File: config.mk
export PLATFORM = sky130hd
export DESIGN_NAME = cpvg_ctrl
export DESIGN_NICKNAME = d
export VERILOG_FILES = /design/src/rtl/cpvg_pkg.sv /design/src/rtl/cpvg_ctrl.sv
export SDC_FILE = /design/constraint.sdc
export NUM_CORES = 1
export LEC_CHECK = 0
export BUFFER_PORTS_ARGS = -buffer_cell sky130_fd_sc_hd__buf_2
export CAP_MARGIN = 20
export CORE_MARGIN = 4
export CORE_UTILIZATION = 45
export CTS_BUF_LIST = sky130_fd_sc_hd__clkbuf_16
export CTS_CLUSTER_DIAMETER = 60
export DETAILED_ROUTE_END_ITERATION = 10
export MAX_ROUTING_LAYER = met4
export PLACE_DENSITY = 0.78
export RECOVER_POWER = 50
export SYNTH_ARGS = -nofsm -noshare
export SYNTH_HDL_FRONTEND = slang
export SYNTH_SLANG_ARGS = --single-unit
File: constraint.sdc
create_clock -name clk_i -period 2 [get_ports clk_i]
set_clock_uncertainty 0.05 [all_clocks]
set_input_delay 0.2 -clock clk_i [delete_from_list [all_inputs] [get_ports clk_i]]
set_output_delay 0.2 -clock clk_i [all_outputs]
set_load 0.005 [all_outputs]
File: src/rtl/cpvg_pkg.sv
// Shared types, constants and helpers for the circle polygon vertex generator.
package cpvg_pkg;

  localparam int unsigned EdgeCountReset = 32;
  localparam int unsigned AngleStepReset = 2048;
  localparam logic [63:0] HalfPiQ30      = 64'd1686629713;
  localparam logic [15:0] QuarterTurn    = 16'd16384;

  typedef enum logic [7:0] {
    CFG_EDGE_COUNT = 8'd0,
    CFG_ANGLE_STEP = 8'd1
  } cfg_index_e;

  typedef struct packed {
    logic signed [31:0] center_x;
    logic signed [31:0] center_y;
    logic signed [31:0] center_z;
    logic signed [31:0] rim_x;
    logic signed [31:0] rim_y;
    logic signed [31:0] rim_z;
    logic signed [15:0] axis_x;
    logic signed [15:0] axis_y;
    logic signed [15:0] axis_z;
  } cpvg_in_t;

  typedef struct packed {
    logic signed [31:0] vertex_x;
    logic signed [31:0] vertex_y;
    logic signed [31:0] vertex_z;
    logic [5:0]         vertex_number;
    logic               last_vertex;
  } cpvg_out_t;

  // Commands from the controller to the datapath.
  typedef struct packed {
    logic       load_in;
    logic       st_prod;
    logic       st_dot;
    logic       st_scale;
    logic       st_proj;
    logic       v_addr;
    logic       v_rom;
    logic       v_mprod;
    logic       v_msum;
    logic       v_mul;
    logic       load_out;
    logic       first;
    logic       last;
    logic [5:0] vertex_number;
  } cpvg_cmd_t;

  // Clamp a signed value to the 32-bit signed range.
  function automatic logic signed [31:0] sat32(input logic signed [63:0] x);
    logic signed [31:0] r;
    if (x > 64'sd2147483647) begin
      r = 32'sh7FFFFFFF;
    end else if (x < -64'sd2147483648) begin
      r = 32'sh80000000;
    end else begin
      r = x[31:0];
    end
    return r;
  endfunction

endpackage

File: src/rtl/cpvg_ctrl.sv
// Controller state machine that sequences projection setup and vertex generation.
module cpvg_ctrl #(
  parameter int unsigned MAX_EDGES = 64
) (
  input  logic                clk_i,
  input  logic                rst_ni,
  input  logic                in_valid_i,
  output logic                in_stall_o,
  output logic                out_valid_o,
  input  logic                out_stall_i,
  input  logic [6:0]          edge_count_i,
  output cpvg_pkg::cpvg_cmd_t cmd_o
);
  import cpvg_pkg::*;

  localparam int unsigned CW = $clog2(MAX_EDGES);

  typedef enum logic [3:0] {
    ST_IDLE, ST_PROD, ST_DOT, ST_SCALE, ST_PROJ,
    ST_ADDR, ST_ROM, ST_MPROD, ST_MSUM, ST_MUL, ST_OUT
  } state_e;

  state_e          state_q, state_d;
  logic [CW-1:0]   vcnt_q, vcnt_d;
  logic [CW-1:0]   last_idx_q, last_idx_d;
  logic            out_valid_q, out_valid_d;
  logic            accept;
  logic            out_free;
  int unsigned     ec;
  logic [31:0]     vnum_wide;

  assign in_stall_o  = (state_q != ST_IDLE);
  assign accept      = in_valid_i && (state_q == ST_IDLE);
  assign out_free    = !out_valid_q || !out_stall_i;
  assign out_valid_o = out_valid_q;
  assign vnum_wide   = 32'(vcnt_q);

  always_comb begin
    ec = 32'(edge_count_i);
    if (ec < 3) begin
      ec = 3;
    end
    if (ec > MAX_EDGES) begin
      ec = MAX_EDGES;
    end
  end

  always_comb begin
    state_d     = state_q;
    vcnt_d      = vcnt_q;
    last_idx_d  = last_idx_q;
    out_valid_d = out_valid_q && out_stall_i;
    cmd_o       = '0;
    cmd_o.first         = (vcnt_q == '0);
    cmd_o.last          = (vcnt_q == last_idx_q);
    cmd_o.vertex_number = vnum_wide[5:0];
    case (state_q)
      ST_IDLE: begin
        if (accept) begin
          cmd_o.load_in = 1'b1;
          vcnt_d        = '0;
          last_idx_d    = CW'(ec - 1);
          state_d       = ST_PROD;
        end
      end
      ST_PROD: begin
        cmd_o.st_prod = 1'b1;
        state_d       = ST_DOT;
      end
      ST_DOT: begin
        cmd_o.st_dot = 1'b1;
        state_d      = ST_SCALE;
      end
      ST_SCALE: begin
        cmd_o.st_scale = 1'b1;
        state_d        = ST_PROJ;
      end
      ST_PROJ: begin
        cmd_o.st_proj = 1'b1;
        state_d       = ST_ADDR;
      end
      ST_ADDR: begin
        cmd_o.v_addr = 1'b1;
        state_d      = ST_ROM;
      end
      ST_ROM: begin
        cmd_o.v_rom = 1'b1;
        state_d     = ST_MPROD;
      end
      ST_MPROD: begin
        cmd_o.v_mprod = 1'b1;
        state_d       = ST_MSUM;
      end
      ST_MSUM: begin
        cmd_o.v_msum = 1'b1;
        state_d      = ST_MUL;
      end
      ST_MUL: begin
        cmd_o.v_mul = 1'b1;
        state_d     = ST_OUT;
      end
      ST_OUT: begin
        if (out_free) begin
          cmd_o.load_out = 1'b1;
          out_valid_d    = 1'b1;
          if (vcnt_q == last_idx_q) begin
            state_d = ST_IDLE;
          end else begin
            vcnt_d  = vcnt_q + 1'b1;
            state_d = ST_ADDR;
          end
        end
      end
      default: begin
        state_d = ST_IDLE;
      end
    endcase
  end

  always_ff @(posedge clk_i or negedge rst_ni) begin
    if (!rst_ni) begin
      state_q     <= ST_IDLE;
      vcnt_q      <= '0;
      last_idx_q  <= '0;
      out_valid_q <= 1'b0;
    end else begin
      state_q     <= state_d;
      vcnt_q      <= vcnt_d;
      last_idx_q  <= last_idx_d;
      out_valid_q <= out_valid_d;
    end
  end

  // A stalled vertex holds the controller and its count.
  assert property (@(posedge clk_i) disable iff (!rst_ni)
    (state_q == ST_OUT && out_valid_q && out_stall_i)
      |=> (state_q == ST_OUT && $stable(vcnt_q)))
    else $error("vertex sequence advanced while output was blocked");

  // Each accepted request starts at vertex zero.
  assert property (@(posedge clk_i) disable iff (!rst_ni)
    accept |=> (vcnt_q == '0 && state_q == ST_PROD))
    else $error("request did not start at vertex zero");

  // The vertex count never passes the last index.
  assert property (@(posedge clk_i) disable iff (!rst_ni)
    (state_q != ST_IDLE) |-> (vcnt_q <= last_idx_q && last_idx_q >= CW'(2)))
    else $error("vertex count out of range");

endmodule

==> summary.txt, run 1 <==
Final layout
  • Design Area, Final: approximately 1500 um^2
  • P&R area growth vs syn: 29.16%
  • Fraction of final layout cells sized beyond drive strength 1: 0.2759
  • Final cell count without fillers: 202
  • Final net count: about 190
  • Ant diodes: 0

Power
  • Pwr/cell area: ~1300 nW/um^2
  • Leakage power total: 0.0007158 uW
  • VDD IR-drop max: just over 0.9 mV

STA
  • Minimum clock period: 1.880 ns
  • Final hold viol count: 0
  • Final Cycle Share: 0.9400
  • Max Clk Rate: 531.9 MHz
  • Min Hold Slack: about 0.2 ns
  • Final setup viols: 0
  • Max_slew headroom: 0.3769
  • Slew @ Worst Pin: 0.9347 ns
  • Slew Viols, Final: 0
  • Setup_tns: 0 ns

Route
  • WL per Instance: 13.61 um
  • DRC viols: 0
  • DRT iter0 DRCs: 39
  • Initial DRT Pass Iterations: 4
  • Drt via density: 5.396
  • Post-route ant nets: 0
  • Vias: 1090
  • Routed WL: 2750 um

Place
  • HPWL Detailed: 2121 um
  • Placed Area: 1346 um^2
  • Buffers on Ports: 31
  • Cells after DPL: approximately 190
  • RePlAce Congestion: 0.7763

Synthesis
  • Ranking of synthesized cells by area: dfrtp_1 (38%), nor2_1 (5.0%), o21ai_0 (4.4%)
  • Post-synthesis sequential area ratio: 0.3769
  • Synth area leader: dfrtp_1
  • Cell variety after synth: 38
  • Ys async rst share: 1.000
  • Post-synth top cells: dfrtp_1 (17), nor2_1 (15), nand2_1 (13)
  • Ys flop type: dfrtp_1
  • Post-synth EDFFs: 0
  • Yosys warns: 0
  • Count leader, synth: dfrtp_1
  • Cell Area, Synth: 1129 um^2
  • Syn Inst Count: 132
  • Synthesized Nets: roughly 150
  • Register bit total from synthesis: 17
  • Synth top area share: 0.3769
  • Avg Cell Area, Syn: 8.550 um^2

Floorplan
  • Full die area: 3373 um^2
  • Rows: 17
  • Ports: 32
  • Die Height: 58.08 um
  • Core area: between 2000 and 2500 um^2
  • Chip width: 58.08 um
  • Initial Utilization: 0.4913

Worst setup path
  • CP Launch Type: flop
  • Setup CP Type: flop to flop
  • Sum of buffers and inverters on the critical path: 0
  • CP max FO: 7
  • CP Data Arrival Time: about 2 ns
  • Cell breakdown of the critical path: xor2_1 > nor4_2 > nor3b_4 > nor2_2 > mux2_1
  • Max incr delay on CP: 0.44 ns
  • CP top delay family: simple AND/OR/NAND/NOR gates
  • CP max-delay cell: dfrtp_1
  • Required time worst endpoint: 2.08 ns
  • Setup crit end kind: flop

CTS
  • Clock Pin Slew Worst Setup and Hold Paths: approximately 0.05 ns
  • CTS Buffer Depth: 2
  • Cts repair resizes: 0
  • CTS tree: done
  • TritonCTS buffer count: 3
  • Htree depth: 1
  • Sink Count: 17
  • Clk root buf: clkbuf_16
  • Clk_lat worst skew: about 0.25 ns

GRT
  • Vias in the first global route: 1046
  • Aggregate global-route resource usage: 0.1773
  • First-pass GRT wire length: around 4600 um
  • Grt ovf: 0
  • Initial antenna violation count: 0
  • Largest net degree at the start of global routing: 18

Job
  • Max Cap Viol: 0

Min path
  • Hold Crit Class: input pin to flop

Run status
  • Outcome: complete, no violations
[tightest hold or removal path, cell delays in order]
cell,delay [ns]
buf_2,0.11
o21ai_0,0.07
a31oi_1,0.08
[per-layer routing]
layer,GRT usage,part of all wire
met1,0.2005,0.42
met2,0.2952,0.51
met3,0.03118,0.043
met4,0.09603,0.025
met5,-,0
[path summary, 6_finish.rpt]
path | depth (start not counted) | from | endpoint | slack [ns]
min in group asynchronous | 2 | rst_ni | out_valid_o$_DFF_PN0_ | 0.56
worst max register to register | 5 | vcnt_q[3]$_DFFE_PN0P_ | vcnt_q[1]$_DFFE_PN0P_ | 0.12
worst min-delay path | 3 | edge_count_i[5] | last_idx_q[5]$_DFFE_PN0P_ | 0.20
max in group asynchronous | 2 | rst_ni | vcnt_q[2]$_DFFE_PN0P_ | 0.77
worst max-delay path | 5 | vcnt_q[3]$_DFFE_PN0P_ | vcnt_q[1]$_DFFE_PN0P_ | 0.12
worst min register to register | 2 | last_idx_q[1]$_DFFE_PN0P_ | last_idx_q[1]$_DFFE_PN0P_ | 0.45
[timing repair]
action,in CTS,in global routing
endpoints found under the setup margin,0,4
buffers inserted,0,4
hold endpoints to repair,17,0
hold buffers,1,0
[layout make-up]
cell class / instances / area, um^2
fillers: 210 / 839.6
multi-input cells: 104 / 655.6
flip-flops and latches: 17 / 425.4
repair buffers: 43 / 240.2
clock buffers: 3 / 75.07
well taps: 28 / 35.03
inverters: 6 / 22.52
clock inverters: 1 / 3.754
[state kept, by name (all words and copies together) (netlist names)]
register / cells
last_idx_q: 6
state_q: 4
out_valid_o: 1
vcnt_q: 6
[per-stage QoR]
step	power (uW)	utilization	setup WS (ns)
after floorplan	1148	-	0.2440
after global placement	1406	0.5861	0.1960
after detailed placement	1434	0.5861	0.05636
after CTS	1834	0.6247	0.02989
after global routing	1971	0.6345	-0.004435
final	1838	0.6345	0.1199
[placed cells by master (no fill, tap or decap), types with 2 or more instances in the layout]
cell and count:
a21oi_1 8, nand4_1 3, and3_1 2, nor2_1 15, clkbuf_16 3, buf_4 10, dfrtp_1 17, nor2b_1 2
buf_2 28, nand2_1 13, ha_1 3, xnor2_1 3, mux2_1 2, a31oi_1 2, o21ai_0 10, o211a_1 2
nor4_1 3, nand3_1 3, inv_1 7, clkbuf_1 4, or3_1 3, nor3_1 6, xor2_1 4, nand2b_1 5
[logic make-up after synthesis]
group,share of synthesized area
adder cells (fa/ha/maj),0.03326
XOR/XNOR,0.05432
AND/OR/NAND/NOR,0.3027
AO/OA/AOI/OAI,0.1519
buffers and inverters,0.04213
flip-flops,0.3769
multiplexers,0.03880
[power by group]
part / total (uW) / switching, uW / internal, uW
clock: 394 / 129 / 265
combinational: 870 / 471 / 399
sequential: 574 / 116 / 457
No activity file was read; power rests on OpenSTA's default activity.
==> run 2, diff against run 1 <==
Settings changed: CORE_UTILIZATION 45 to 50, PLACE_DENSITY 0.78 to 0.84.
==> run 2 against run 1 <==
  * Die area decreased by 8.7%
  * Worst setup slack got worse by 0.033 ns
  * Critical path type is now flop to output pin
  * Global-route usage increased by 1.6 points
  * Via count increased by 3.1%
  * Non-clock buffer count decreased by 3
  * Largest cell class unchanged
==> summary.txt, run 2 (synthesis results as in run 1) <==
Route
  • Vias: 1124
  • DRC viols: 0
  • Drt via density: 5.677
  • Routed WL: roughly 2800 um
  • DRT iter0 DRCs: 38
  • WL per Instance: 14.21 um
  • Post-route ant nets: 0
  • Initial DRT Pass Iterations: 4

Final layout
  • Fraction of final layout cells sized beyond drive strength 1: 0.2749
  • Layout fillers: ~180
  • Final net count: approximately 190
  • Final Core Density: 0.7034
  • Largest regs: last_idx_q: 6 flops, vcnt_q: 6 flops, state_q: 4 flops
  • Commonest cells after routing, fill and taps aside: buf_2 (30), dfrtp_1 (17), nor2_1 (15)
  • P&R area growth vs syn: 27.27%
  • Design Area, Final: 1436 um^2
  • Ant diodes: 0
  • Most common cell after layout, fill and taps aside: buf_2

CTS
  • Htree depth: 1
  • Cts repair resizes: 0
  • CTS Buffer Depth: 2
  • Clk_lat worst skew: 0.25 ns
  • Clk root buf: clkbuf_16
  • TritonCTS buffer count: 3
  • CTS tree: done
  • Sink Count: 17
  • Clock Pin Slew Worst Setup and Hold Paths: 0.05 ns

GRT
  • Vias in the first global route: 1073
  • Largest net degree at the start of global routing: 18
  • Initial antenna violation count: 0
  • First-pass GRT wire length: 4705 um
  • Grt ovf: 0
  • Aggregate global-route resource usage: 0.1930

Floorplan
  • Chip width: 55.51 um
  • Die Height: 55.51 um
  • Rows: 16
  • Full die area: 3081 um^2
  • Initial Utilization: 0.5527
  • Ports: 32
  • Core area: 2042 um^2

Worst setup path
  • Setup CP Type: flop to output pin
  • Required time worst endpoint: 1.75 ns
  • CP Launch Type: flop
  • CP max FO: 6
  • CP Data Arrival Time: 1.66 ns
  • Setup crit end kind: output pin

Place
  • Placed Area: roughly 1300 um^2
  • RePlAce Congestion: roughly 0.86
  • Buffers on Ports: 31

STA
  • RSZ-0062 raised after global routing: false
  • Slew Viols, Final: 0
  • Slew @ Worst Pin: 0.9318 ns
  • Max Clk Rate: 522.6 MHz
  • Final hold viol count: 0
  • Minimum clock period: approximately 1.9 ns
  • Setup_tns: 0 ns
  • Max_slew headroom: 0.3788
  • Final setup viols: 0
  • Final Cycle Share: 0.9568

Power
  • Leakage power total: 0.0007084 uW
  • Pwr/cell area: roughly 1300 nW/um^2
  • VDD IR-drop max: 0.9075 mV

Min path
  • Hold Crit Class: input pin to flop

Job
  • Max Cap Viol: 0

Run status
  • Outcome: complete, no violations
-- run 2: cell type report --
cell class | count | area [um^2] | area share
multi-input combinational | 104 | 655.6 | 0.4564
clock inverter | 1 | 3.754 | 0.002613
sequential | 17 | 425.4 | 0.2962
timing repair buffer | 40 | 220.2 | 0.1533
inverter | 6 | 22.52 | 0.01568
tap | 27 | 33.78 | 0.02352
clock buffer | 3 | 75.07 | 0.05226
-- run 2: report_power, final --
group	total (uW)	internal (uW)	switching, uW
clock	392	265	127
sequential	576	457	119
combinational	871	387	485
-- run 2: metal layers --
metal / share of wire / GRT usage
met1: 0.43 / 0.2230
met2: 0.49 / 0.3209
met4: 0.022 / 0.09722
met5: 0 / -
met3: 0.059 / 0.03263
-- run 2: path summary, 6_finish.rpt --
path                                              to  cells after the start  slack [ns]                       from
max                                         cmd_o[8]                      5        0.09     state_q[2]$_DFFE_PN0P_
min                            out_valid_o$_DFF_PN0_                      3        0.19                out_stall_i
max reg2reg                    vcnt_q[1]$_DFFE_PN0P_                      5        0.14      vcnt_q[4]$_DFFE_PN0P_
min reg2reg                last_idx_q[2]$_DFFE_PN0P_                      2        0.45  last_idx_q[2]$_DFFE_PN0P_
max in group asynchronous     state_q[0]$_DFFE_PN0P_                      2        0.77                     rst_ni
min in group asynchronous     state_q[2]$_DFFE_PN0P_                      2        0.56                     rst_ni
-- run 2: through the flow --
stage	total power (uW)	instances	hold slack, ns	setup slack (ns)
floorplan	1148	132	-0.1456	0.2440
global placement	1404	192	0.08838	0.1906
detailed placement	1440	192	0.08468	0.09695
CTS	1842	197	0.1848	0.05665
global route	1973	198	0.2096	0.02462
finish	1839	198	0.1917	0.08644
-- run 2: repair_timing --
item | CTS | global route
hold endpoints to repair | 17 | 0
setup endpoints to repair | 0 | 2
setup buffers | 0 | 1
hold buffers | 1 | 0
-- run 2: worst max-delay path, cell delays in order (launching register included) --
cell	delay [ns]
dfrtp_1	0.44
buf_4	0.19
nand2b_1	0.20
or2_2	0.34
a21oi_1	0.12
buf_2	0.12
==> run 3, diff against run 2 <==
Settings changed: CTS_CLUSTER_DIAMETER 60 to default.
Clock period 2 ns to 2.05 ns, I/O delays scaled along.
==> run 3 against run 2 <==
  * Global-route usage fell by 0.077 points
  * Sequential share of layout area decreased by 0.18 points
  * Combinational power decreased by 2.6%
==> summary.txt, run 3 (synthesis results as in run 1) <==
Worst setup path
  • Max incr delay on CP: ~0.5 ns
  • CP max-delay cell: or4_1
  • Cell breakdown of the critical path: nor4_4 > buf_4 > nor3b_4 > buf_12 > or4_1 > a21oi_1
  • Required time worst endpoint: ~2.2 ns
  • Setup CP Type: flop to flop
  • CP Launch Type: flop
  • CP max FO: 7
  • CP Data Arrival Time: around 2.1 ns
  • Setup crit end kind: flop

Route
  • Routed WL: approximately 2700 um
  • WL per Instance: 13.84 um
  • DRT iter0 DRCs: 32
  • DRC viols: 0
  • Initial DRT Pass Iterations: 4
  • Vias: 1110
  • Post-route ant nets: 0
  • Drt via density: 5.635

Floorplan
  • Rows: 16
  • Ports: 32
  • Full die area: 3081 um^2
  • Die Height: 55.51 um
  • Initial Utilization: 0.5527
  • Core area: 2042 um^2
  • Chip width: 55.51 um

CTS
  • Sink Count: 17
  • Clk root buf: clkbuf_16
  • Htree depth: 1
  • TritonCTS buffer count: 3
  • CTS Buffer Depth: 2
  • Clk_lat worst skew: 0.25 ns
  • CTS tree: done
  • Clock Pin Slew Worst Setup and Hold Paths: 0.05 ns
  • Cts repair resizes: 0

STA
  • Max Clk Rate: 514.6 MHz
  • Slew @ Worst Pin: between 0.9 and 1 ns
  • Setup_tns: 0 ns
  • Slew Viols, Final: 0
  • Final Cycle Share: 0.9479
  • Final setup viols: 0
  • Minimum clock period: 1.943 ns
  • Max_slew headroom: 0.3940
  • RSZ-0062 raised after global routing: false
  • Final hold viol count: 0

Final layout
  • Ant diodes: 0
  • Largest regs: last_idx_q: 6 flops, vcnt_q: 6 flops, state_q: 4 flops
  • Fraction of final layout cells sized beyond drive strength 1: 0.2765
  • Most common cell after layout, fill and taps aside: buf_2
  • Final Core Density: 0.7077
  • Design Area, Final: 1445 um^2
  • Final net count: 185
  • P&R area growth vs syn: 28.05%
  • Commonest cells after routing, fill and taps aside: buf_2 (29), dfrtp_1 (17), nor2_1 (15)

GRT
  • Initial antenna violation count: 0
  • Largest net degree at the start of global routing: 18
  • Vias in the first global route: 1072
  • Grt ovf: 0
  • Aggregate global-route resource usage: 0.1922
  • First-pass GRT wire length: 4678 um

Place
  • HPWL Detailed: 2043 um
  • Buffers on Ports: 31
  • Placed Area: roughly 1300 um^2
  • RePlAce Congestion: 0.8567

Run status
  • Outcome: complete, no violations

Job
  • Max Cap Viol: 0

Power
  • Leakage power total: 0.0007052 uW
  • Pwr/cell area: ~1200 nW/um^2
  • VDD IR-drop max: about 1.1 mV

Min path
  • Hold Crit Class: input pin to flop
## run 3: what timing repair did
action	4_1_cts	5_1_grt
endpoints found under the hold margin	17	0
setup buffers	0	2
setup endpoints to repair	0	4
hold buffers	1	0
## run 3: area by class of cell
class                      instances  area (um^2)
clock buffer                       3        75.07
clock inverter                     1        5.005
sequential                        17        425.4
timing repair buffer              39        227.7
inverter                           6        22.52
multi-input combinational        104        655.6
fill                             169        596.8
tap                               27        33.78
## run 3: metal layers
layer / GRT usage / part of all wire / up-vias
li1: - / - / 547
met1: 0.2291 / 0.43 / 506
met2: 0.2939 / 0.48 / 45
met3: 0.02564 / 0.053 / 12
met4: 0.1424 / 0.036 / 0
met5: - / 0 / -
## run 3: path summary, 6_finish.rpt
path / startpoint / endpoint / slack [ns] / cells after the start
setup / recovery: state_q[2]$_DFFE_PN0P_ / vcnt_q[5]$_DFFE_PN0P_ / 0.11 / 6
hold / removal: out_stall_i / out_valid_o$_DFF_PN0_ / 0.19 / 3
setup reg to reg: state_q[2]$_DFFE_PN0P_ / vcnt_q[5]$_DFFE_PN0P_ / 0.11 / 6
hold reg to reg: last_idx_q[2]$_DFFE_PN0P_ / last_idx_q[2]$_DFFE_PN0P_ / 0.46 / 2
max in group asynchronous: rst_ni / vcnt_q[2]$_DFFE_PN0P_ / 0.83 / 2
min in group asynchronous: rst_ni / out_valid_o$_DFF_PN0_ / 0.56 / 2
## run 3: worst max-delay path, delay by kind of cell, from the launching register on
family                 cells  cell delay (ns)
flip-flops                 1             0.41
AND/OR/NAND/NOR            3             0.93
buffers and inverters      2             0.32
AO/OA/AOI/OAI              1             0.16
## run 3: power breakdown
part           total, uW  internal (uW)  switching (uW)
registers            563            446             117
logic                848            380             468
clock network        385            261             124
total               1800           1090             709
## run 3: through the flow
stage                     total power (uW)  hold slack, ns  setup WS [ns]  cells
after floorplan                       1120         -0.1406         0.2940    132
after global placement                1351         0.08946         0.2356    190
after detailed placement              1381         0.09289         0.1423    190
after CTS                             1788          0.1856         0.1041    195
after global routing                  1944          0.2206       0.001062    197
final                                 1796          0.1909         0.1068    197
